File: config.mk
export PLATFORM = sky130hd
export DESIGN_NAME = uart_frame_receiver_checksum_top
export DESIGN_NICKNAME = d
export VERILOG_FILES = /design/src/hdl/ufrc_pkg.sv /design/src/hdl/ufrc_in_reg.sv /design/src/hdl/ufrc_parser.sv /design/src/hdl/ufrc_out_reg.sv /design/src/hdl/uart_frame_receiver_checksum_top.sv
export SDC_FILE = /design/constraint.sdc
export NUM_CORES = 1
export LEC_CHECK = 0
export ABC_AREA = 1
export BUFFER_PORTS_ARGS = -buffer_cell sky130_fd_sc_hd__buf_2
export CELL_PAD_IN_SITES_DETAIL_PLACEMENT = 1
export CELL_PAD_IN_SITES_GLOBAL_PLACEMENT = 1
export CORE_UTILIZATION = 47
export CTS_CLUSTER_DIAMETER = 80
export DETAILED_ROUTE_END_ITERATION = 10
export GPL_TIMING_DRIVEN = 0
export PLACE_DENSITY_LB_ADDON = 0.2
export SLEW_MARGIN = 20
export SYNTH_ARGS = -nofsm -noshare
export SYNTH_HDL_FRONTEND = slang
export SYNTH_HIERARCHICAL = 1
export SYNTH_SLANG_ARGS = --single-unit
File: constraint.sdc
create_clock -name i_clk -period 12.1 [get_ports i_clk]
set_input_delay 3.63 -clock i_clk [delete_from_list [all_inputs] [get_ports i_clk]]
set_output_delay 3.63 -clock i_clk [all_outputs]
set_load 0.02 [all_outputs]
File: src/hdl/ufrc_pkg.sv
package ufrc_pkg;

    localparam logic [7:0] START_BYTE_RESET = 8'h48;
    localparam logic [7:0] LEN_MIN          = 8'h06;
    localparam logic [7:0] LEN_MAX          = 8'hFE;
    localparam logic [7:0] HEADER_BYTES     = 8'h04;
    localparam logic [7:0] FRAME_OVERHEAD   = 8'h05;

    // Frame position codes
    localparam logic [7:0] POS_HUNT   = 8'd0;
    localparam logic [7:0] POS_LENGTH = 8'd1;
    localparam logic [7:0] POS_TYPE   = 8'd2;
    localparam logic [7:0] POS_IDENT  = 8'd3;
    localparam logic [7:0] POS_LEAD   = 8'd4;

    // Frame type codes
    localparam logic [7:0] TYPE_REPORT  = 8'h01;
    localparam logic [7:0] TYPE_COMMAND = 8'h02;
    localparam logic [7:0] TYPE_CONTROL = 8'hFE;
    localparam logic [7:0] TYPE_ERROR   = 8'hFF;

    // Known control codes
    localparam logic [7:0] CTRL_LOW_MIN = 8'h01;
    localparam logic [7:0] CTRL_LOW_MAX = 8'h06;
    localparam logic [7:0] CTRL_10      = 8'h10;
    localparam logic [7:0] CTRL_11      = 8'h11;
    localparam logic [7:0] CTRL_20      = 8'h20;
    localparam logic [7:0] CTRL_21      = 8'h21;

    // Frame status codes
    localparam logic [1:0] STATUS_GOOD        = 2'd0;
    localparam logic [1:0] STATUS_BAD_SUM     = 2'd1;
    localparam logic [1:0] STATUS_BAD_LENGTH  = 2'd2;

    // Frame class codes
    localparam logic [2:0] CLASS_REPORT       = 3'd0;
    localparam logic [2:0] CLASS_COMMAND      = 3'd1;
    localparam logic [2:0] CLASS_CONTROL      = 3'd2;
    localparam logic [2:0] CLASS_ERROR        = 3'd3;
    localparam logic [2:0] CLASS_UNSUP_TYPE   = 3'd4;
    localparam logic [2:0] CLASS_UNSUP_CTRL   = 3'd5;

    typedef struct packed {
        logic       data_valid;
        logic [7:0] data_byte;
        logic [7:0] data_index;
        logic       frame_end;
        logic [1:0] frame_status;
        logic [2:0] frame_class;
        logic [7:0] type_code;
        logic [7:0] ident;
        logic [7:0] lead_payload;
        logic [7:0] payload_count;
        logic       error_reply_due;
    } t_result;

    function automatic logic [2:0] classify(input logic [7:0] type_byte,
                                            input logic [7:0] lead);
        logic known;
        known = (lead >= CTRL_LOW_MIN && lead <= CTRL_LOW_MAX) ||
                lead == CTRL_10 || lead == CTRL_11 ||
                lead == CTRL_20 || lead == CTRL_21;
        case (type_byte)
            TYPE_REPORT:  classify = CLASS_REPORT;
            TYPE_COMMAND: classify = CLASS_COMMAND;
            TYPE_CONTROL: classify = known ? CLASS_CONTROL : CLASS_UNSUP_CTRL;
            TYPE_ERROR:   classify = CLASS_ERROR;
            default:      classify = CLASS_UNSUP_TYPE;
        endcase
    endfunction

endpackage

File: src/hdl/ufrc_in_reg.sv
module ufrc_in_reg (
    input  logic       i_clk,
    input  logic       i_rst_n,
    input  logic       i_in_valid,
    input  logic [7:0] i_rx_byte,
    output logic       o_in_stall,
    input  logic       i_take,
    output logic       o_valid,
    output logic [7:0] o_byte
);

    logic       r_valid;
    logic [7:0] r_byte;
    logic       n_load;

    // Load a new item when empty or when the held one moves on this cycle
    assign n_load     = !r_valid || i_take;
    assign o_in_stall = !n_load;

    always_ff @(posedge i_clk) begin
        if (!i_rst_n) begin
            r_valid <= 1'b0;
        end else if (n_load) begin
            r_valid <= i_in_valid;
        end
    end

    always_ff @(posedge i_clk) begin
        if (n_load && i_in_valid) begin
            r_byte <= i_rx_byte;
        end
    end

    assign o_valid = r_valid;
    assign o_byte  = r_byte;

endmodule

File: src/hdl/ufrc_parser.sv
module ufrc_parser (
    input  logic                i_clk,
    input  logic                i_rst_n,
    input  logic                i_fire,
    input  logic [7:0]          i_byte,
    input  logic [7:0]          i_start_byte,
    output ufrc_pkg::t_result   o_result
);

    logic [7:0] r_pos, n_pos;
    logic [7:0] r_len, n_len;
    logic [7:0] r_sum, n_sum;
    logic [7:0] r_type, n_type;
    logic [7:0] r_ident, n_ident;
    logic [7:0] r_lead, n_lead;
    logic       good;
    ufrc_pkg::t_result res;

    assign good = (i_byte == r_sum);

    always_comb begin
        n_pos   = r_pos;
        n_len   = r_len;
        n_sum   = r_sum;
        n_type  = r_type;
        n_ident = r_ident;
        n_lead  = r_lead;
        res     = '0;
        if (r_pos == ufrc_pkg::POS_HUNT) begin
            if (i_byte == i_start_byte) begin
                n_sum = i_byte;
                n_pos = ufrc_pkg::POS_LENGTH;
            end
        end else if (r_pos == ufrc_pkg::POS_LENGTH) begin
            if (i_byte < ufrc_pkg::LEN_MIN || i_byte > ufrc_pkg::LEN_MAX) begin
                n_pos            = ufrc_pkg::POS_HUNT;
                res.frame_end    = 1'b1;
                res.frame_status = ufrc_pkg::STATUS_BAD_LENGTH;
            end else begin
                n_len = i_byte;
                n_sum = r_sum + i_byte;
                n_pos = ufrc_pkg::POS_TYPE;
            end
        end else if (r_pos >= r_len || r_len < ufrc_pkg::LEN_MIN) begin
            // inconsistent state: drop back to hunting
            n_pos = ufrc_pkg::POS_HUNT;
        end else if (r_pos == r_len - 8'd1) begin
            res.frame_end       = 1'b1;
            res.frame_status    = good ? ufrc_pkg::STATUS_GOOD : ufrc_pkg::STATUS_BAD_SUM;
            res.frame_class     = good ? ufrc_pkg::classify(r_type, r_lead)
                                       : ufrc_pkg::CLASS_REPORT;
            res.type_code       = r_type;
            res.ident           = r_ident;
            res.lead_payload    = r_lead;
            res.payload_count   = r_len - ufrc_pkg::FRAME_OVERHEAD;
            res.error_reply_due = !good;
            n_pos               = ufrc_pkg::POS_HUNT;
        end else begin
            if (r_pos == ufrc_pkg::POS_TYPE) begin
                n_type = i_byte;
            end else if (r_pos == ufrc_pkg::POS_IDENT) begin
                n_ident = i_byte;
            end else begin
                if (r_pos == ufrc_pkg::POS_LEAD) begin
                    n_lead = i_byte;
                end
                res.data_valid = 1'b1;
                res.data_byte  = i_byte;
                res.data_index = r_pos - ufrc_pkg::HEADER_BYTES;
            end
            n_sum = r_sum + i_byte;
            n_pos = r_pos + 8'd1;
        end
    end

    always_ff @(posedge i_clk) begin
        if (!i_rst_n) begin
            r_pos   <= ufrc_pkg::POS_HUNT;
            r_len   <= '0;
            r_sum   <= '0;
            r_type  <= '0;
            r_ident <= '0;
            r_lead  <= '0;
        end else if (i_fire) begin
            r_pos   <= n_pos;
            r_len   <= n_len;
            r_sum   <= n_sum;
            r_type  <= n_type;
            r_ident <= n_ident;
            r_lead  <= n_lead;
        end
    end

    assign o_result = res;

endmodule

File: src/hdl/ufrc_out_reg.sv
module ufrc_out_reg (
    input  logic                i_clk,
    input  logic                i_rst_n,
    input  logic                i_valid,
    input  ufrc_pkg::t_result   i_result,
    input  logic                i_out_stall,
    output logic                o_ready,
    output logic                o_out_valid,
    output ufrc_pkg::t_result   o_result
);

    logic              r_valid;
    ufrc_pkg::t_result r_result;

    // Free when empty or when the held item is taken this cycle
    assign o_ready = !r_valid || !i_out_stall;

    always_ff @(posedge i_clk) begin
        if (!i_rst_n) begin
            r_valid <= 1'b0;
        end else if (o_ready) begin
            r_valid <= i_valid;
        end
    end

    always_ff @(posedge i_clk) begin
        if (o_ready && i_valid) begin
            r_result <= i_result;
        end
    end

    assign o_out_valid = r_valid;
    assign o_result    = r_result;

endmodule

File: src/hdl/uart_frame_receiver_checksum_top.sv
// Frame receiver for a byte serial link with an 8-bit additive checksum. One received
// byte goes in per item and exactly one result item comes out for it, in order. Items
// are accepted one per cycle while the result side does not stall. Each byte passes
// through the input register, then the parse and checksum logic into the result
// register, and stall on the result side only backs up through these two registers.
// The start byte register may be written only while no item is in flight.
module uart_frame_receiver_checksum_top (
    input  logic       i_clk,
    input  logic       i_rst_n,
    input  logic       i_cfg_we,
    input  logic [7:0] i_cfg_data,
    input  logic       i_in_valid,
    output logic       o_in_stall,
    input  logic [7:0] i_rx_byte,
    output logic       o_out_valid,
    input  logic       i_out_stall,
    output logic       o_data_valid,
    output logic [7:0] o_data_byte,
    output logic [7:0] o_data_index,
    output logic       o_frame_end,
    output logic [1:0] o_frame_status,
    output logic [2:0] o_frame_class,
    output logic [7:0] o_type_code,
    output logic [7:0] o_ident,
    output logic [7:0] o_lead_payload,
    output logic [7:0] o_payload_count,
    output logic       o_error_reply_due
);

    logic [7:0]        r_start;
    logic              stage_valid;
    logic [7:0]        stage_byte;
    logic              out_ready;
    logic              fire;
    ufrc_pkg::t_result step_result;
    ufrc_pkg::t_result out_result;

    always_ff @(posedge i_clk) begin
        if (!i_rst_n) begin
            r_start <= ufrc_pkg::START_BYTE_RESET;
        end else if (i_cfg_we) begin
            r_start <= i_cfg_data;
        end
    end

    assign fire = stage_valid && out_ready;

    ufrc_in_reg u_in_reg (
        .i_clk      (i_clk),
        .i_rst_n    (i_rst_n),
        .i_in_valid (i_in_valid),
        .i_rx_byte  (i_rx_byte),
        .o_in_stall (o_in_stall),
        .i_take     (out_ready),
        .o_valid    (stage_valid),
        .o_byte     (stage_byte)
    );

    ufrc_parser u_parser (
        .i_clk        (i_clk),
        .i_rst_n      (i_rst_n),
        .i_fire       (fire),
        .i_byte       (stage_byte),
        .i_start_byte (r_start),
        .o_result     (step_result)
    );

    ufrc_out_reg u_out_reg (
        .i_clk       (i_clk),
        .i_rst_n     (i_rst_n),
        .i_valid     (stage_valid),
        .i_result    (step_result),
        .i_out_stall (i_out_stall),
        .o_ready     (out_ready),
        .o_out_valid (o_out_valid),
        .o_result    (out_result)
    );

    assign o_data_valid      = out_result.data_valid;
    assign o_data_byte       = out_result.data_byte;
    assign o_data_index      = out_result.data_index;
    assign o_frame_end       = out_result.frame_end;
    assign o_frame_status    = out_result.frame_status;
    assign o_frame_class     = out_result.frame_class;
    assign o_type_code       = out_result.type_code;
    assign o_ident           = out_result.ident;
    assign o_lead_payload    = out_result.lead_payload;
    assign o_payload_count   = out_result.payload_count;
    assign o_error_reply_due = out_result.error_reply_due;

endmodule

==> results.md <==
- Number of diodes: 0
- Dominant cells by area after synthesis: edfxtp_1 31%, dfxtp_1 19%, nand2_1 7.8%, inv_1 6.1%, nor2_1 5.9%
- Drc violations: 0
- Skew final: 7.36 ps
- Slew headroom: 51.4%
- DRT Wirelength: 16.9 mm
- Post-CTS setup buffer count: 0
- Core Box Area: 12,700 um2
- FF-to-FF setup slack: 9420 ps
- Commonest cells in the netlist: 129 x nand2_1, 100 x inv_1, 97 x nor2_1
- Synth Area in Adders: 5.18%
- IO Port Bufs: 78
- Yosys top cell by area: edfxtp_1
- Max-slew violations: 0
- Post-Place Worst Slack: 4310 ps
- Netlist cell types: 40
- Worst-Margin Slew: 727 ps
- Count leader, synth: nand2_1
- Worst r2r path cells: 11
- Main combinational cell family by area after synthesis: simple AND/OR/NAND/NOR gates
- Setup crit end kind: primary output
- CP peak stage delay: 150 ps
- Crit-path max FO: 3
- WP data arrival: 4170 ps
- Register area share after synthesis: 49.8%
- Share of the clock period used by the worst path: 64.5%
- CTS tree: yes
- Final worst path period need: 7800 ps
- Status: completed
- Critical-path top delay cell: buf_2
- CTS resizes: 0
- Req. time, crit path: 8470 ps
- Grt ovf: 0
- Worst Setup SP: i_out_stall
- Global-route wire length before repair: 27.1 mm
- Initial Utilization: 48.6%
- Reg2reg start: u_parser/r_pos[2]$_SDFFE_PN0P_
- Die Height: 117 um
- Final HPWL DP: 12.2 mm
- Area growth, synth to finish: 19.8%
- Total CTS buffers: 17
- Min-Delay Path Depth: 2
- Post-Synth XOR/XNOR Area: 3.38%
- Max Root-Sink Buffers: 2
- Fmax: 0.128 GHz
- Number of fill cells: 1,583
- Worst R2R End: u_out_reg/o_result[36]$_DFFE_PP_
- CP Launch Type: input pin
- Setup violators final: 0
- Max_cap viols: 0
- Asr flop ratio synth: 0%
- Netlist Area Pre-Place: 6180 um2
- Post-synth top area share: 31.1%
- Die Wd: 117 um
- GPL Wtd Cong: 0.850
- RSZ-0062 raised after global routing: no
- Setup tns final: 0 ps
- Avg Cell Area, Syn: 8.44 um2
- Cell chosen for the clock root: clkbuf_16
- Simple-gate share of the synthesized area: 25.3%
- H-Tree Depth: 4
- Setup CP Type: input pin to primary output
- Number of synthesized flops with an enable pin: 64
- WL per Instance: 16.6 um
- I/O pins: 79
- Primary FF master, synth: edfxtp_1
- Pre-antenna DRT Iters: 4
- Synth Register Bits: 122
- Routed Antenna Nets: 0
- Vias: 5,316
- Final Net Count: 878
- Synth Warn #: 6
- Number of global-route vias before repair: 5,486
- Final Hold Fails: 0
- Clock transition at path regs: 60 ps
- Critical path cell sequence: buf_2 -> nand2_2 -> inv_1 -> nand2_2 -> inv_2 -> buf_2
- DIE AREA: 13,600 um2
- Power density over cell area: 133 nW/um2
- Largest net degree at the start of global routing: 28
- Syn nets: 779
- FP Rows: 41
- Cts hold-fix bufs: 0
- Pleak: 0.00326 uW
- Compound-Gate Fraction of Synth Area: 7.32%
- Overall Global Routing Usage: 26.8%
- Clock latency on the worst-skew pair: 430 ps
- Multiplexer share of the synthesized area: 0%
- Mapped Cells: 733
- Initial antenna violation count: 0
- Worst setup path endpoint: o_in_stall
- Min setup slack post-route: 4300 ps
- DRT iter0 DRCs: 226
- CTS Sinks: 122
- Worst VDD drop: 0.0868 mV
- Via density: 5.23
- HP Class: flop to flop
- Share of cells above drive strength 1: 20.5%
## cell usage in the layout, fill, tap and decap left out, types with 3 or more instances in the layout
| master | instances |
|---|---|
| nand2_1 | 129 |
| inv_1 | 100 |
| nor2_1 | 97 |
| buf_2 | 88 |
| edfxtp_1 | 64 |
| dfxtp_1 | 58 |
| nand3_1 | 55 |
| a21oi_1 | 48 |
| ha_1 | 24 |
| o21ai_0 | 21 |
| clkbuf_16 | 17 |
| nand4_1 | 16 |
| xor2_1 | 14 |
| nor2_2 | 10 |
| nand2_2 | 9 |
| inv_2 | 8 |
| xnor2_1 | 8 |
| o21ai_1 | 8 |
| nor3_1 | 7 |
| buf_4 | 6 |
| clkbuf_1 | 5 |
| nor4_1 | 5 |
| inv_6 | 4 |
| buf_6 | 3 |
| clkinvlp_4 | 3 |
| clkinv_2 | 3 |
| nor2_4 | 3 |
| nand3_2 | 3 |
| nand2_4 | 3 |
| or2_2 | 3 |
## worst min path at each step
stage                                         from                        endpoint  slack (ps)
finish              u_parser/r_sum[2]$_SDFFE_PN0P_  u_parser/r_sum[2]$_SDFFE_PN0P_         470
global route        u_parser/r_sum[5]$_SDFFE_PN0P_  u_parser/r_sum[5]$_SDFFE_PN0P_         500
CTS                 u_parser/r_sum[4]$_SDFFE_PN0P_  u_parser/r_sum[4]$_SDFFE_PN0P_         480
detailed placement  u_parser/r_sum[0]$_SDFFE_PN0P_  u_parser/r_sum[0]$_SDFFE_PN0P_         460
global placement    u_parser/r_sum[4]$_SDFFE_PN0P_  u_parser/r_sum[4]$_SDFFE_PN0P_         450
floorplan                  r_start[6]$_SDFFE_PN1P_         r_start[6]$_SDFFE_PN1P_         440
## metal layers
layer	track usage [%]	vias to the layer above	part of all wire (%)
met1	31.0	2561	42
met4	12.6	0	2.8
li1	-	2575	-
met2	46.7	141	51
met3	6.49	39	4.1
met5	0	-	0
## area by class of cell
class	instances	area [um2]	area share, %
Sequential cell	122	3080	41.6
Multi-Input combinational cell	479	2560	34.5
Timing Repair Buffer	80	445	6.01
Clock buffer	18	429	5.79
Inverter	109	409	5.52
Tap cell	172	215	2.90
Buffer	23	144	1.94
Clock inverter	14	124	1.67
## state kept, by name, summed over array words and instances (netlist names)
name                   flops
u_out_reg/o_result        56
u_in_reg/o_valid           1
u_parser/r_len             8
u_parser/r_ident           8
u_in_reg/o_byte            8
u_parser/r_lead            8
u_parser/r_pos             8
u_parser/r_sum             8
u_parser/r_type            8
u_out_reg/o_out_valid      1
r_start                    8
## through the flow
step                      cells  util, %  hold WS (ps)  total power (uW)  instance area, um2
after global placement      983     53.4           453               510                6790
after detailed placement    985     53.9           462               514                6860
after CTS                  1017     58.2           477               994                7410
final                      1017     58.2           473               984                7410
after floorplan             733        -           442               492                6180
after global routing       1017     58.2           498              1010                7410
## logic make-up after synthesis
family	Yosys count
xor gates and xnor gates	23
AOI/OAI and AO/OA	86
adders and majority gates	25
buffers and inverters	132
DFF	122
and+or+nand+nor	345
## critical path, delay by kind of cell
kind | cells | cell delay [ps]
buffers and inverters | 4 | 400
AND/OR/NAND/NOR | 2 | 130
## where the power goes
part | total [uW] | internal (uW) | switching [uW] | leakage [uW]
Clock | 478 | 283 | 195 | 0.000265
Combinational | 54.5 | 17.9 | 36.6 | 0.00191
Sequential | 452 | 445 | 6.45 | 0.00109
Total | 984 | 746 | 238 | 0.00326
Power figures use the tool's default switching activity.
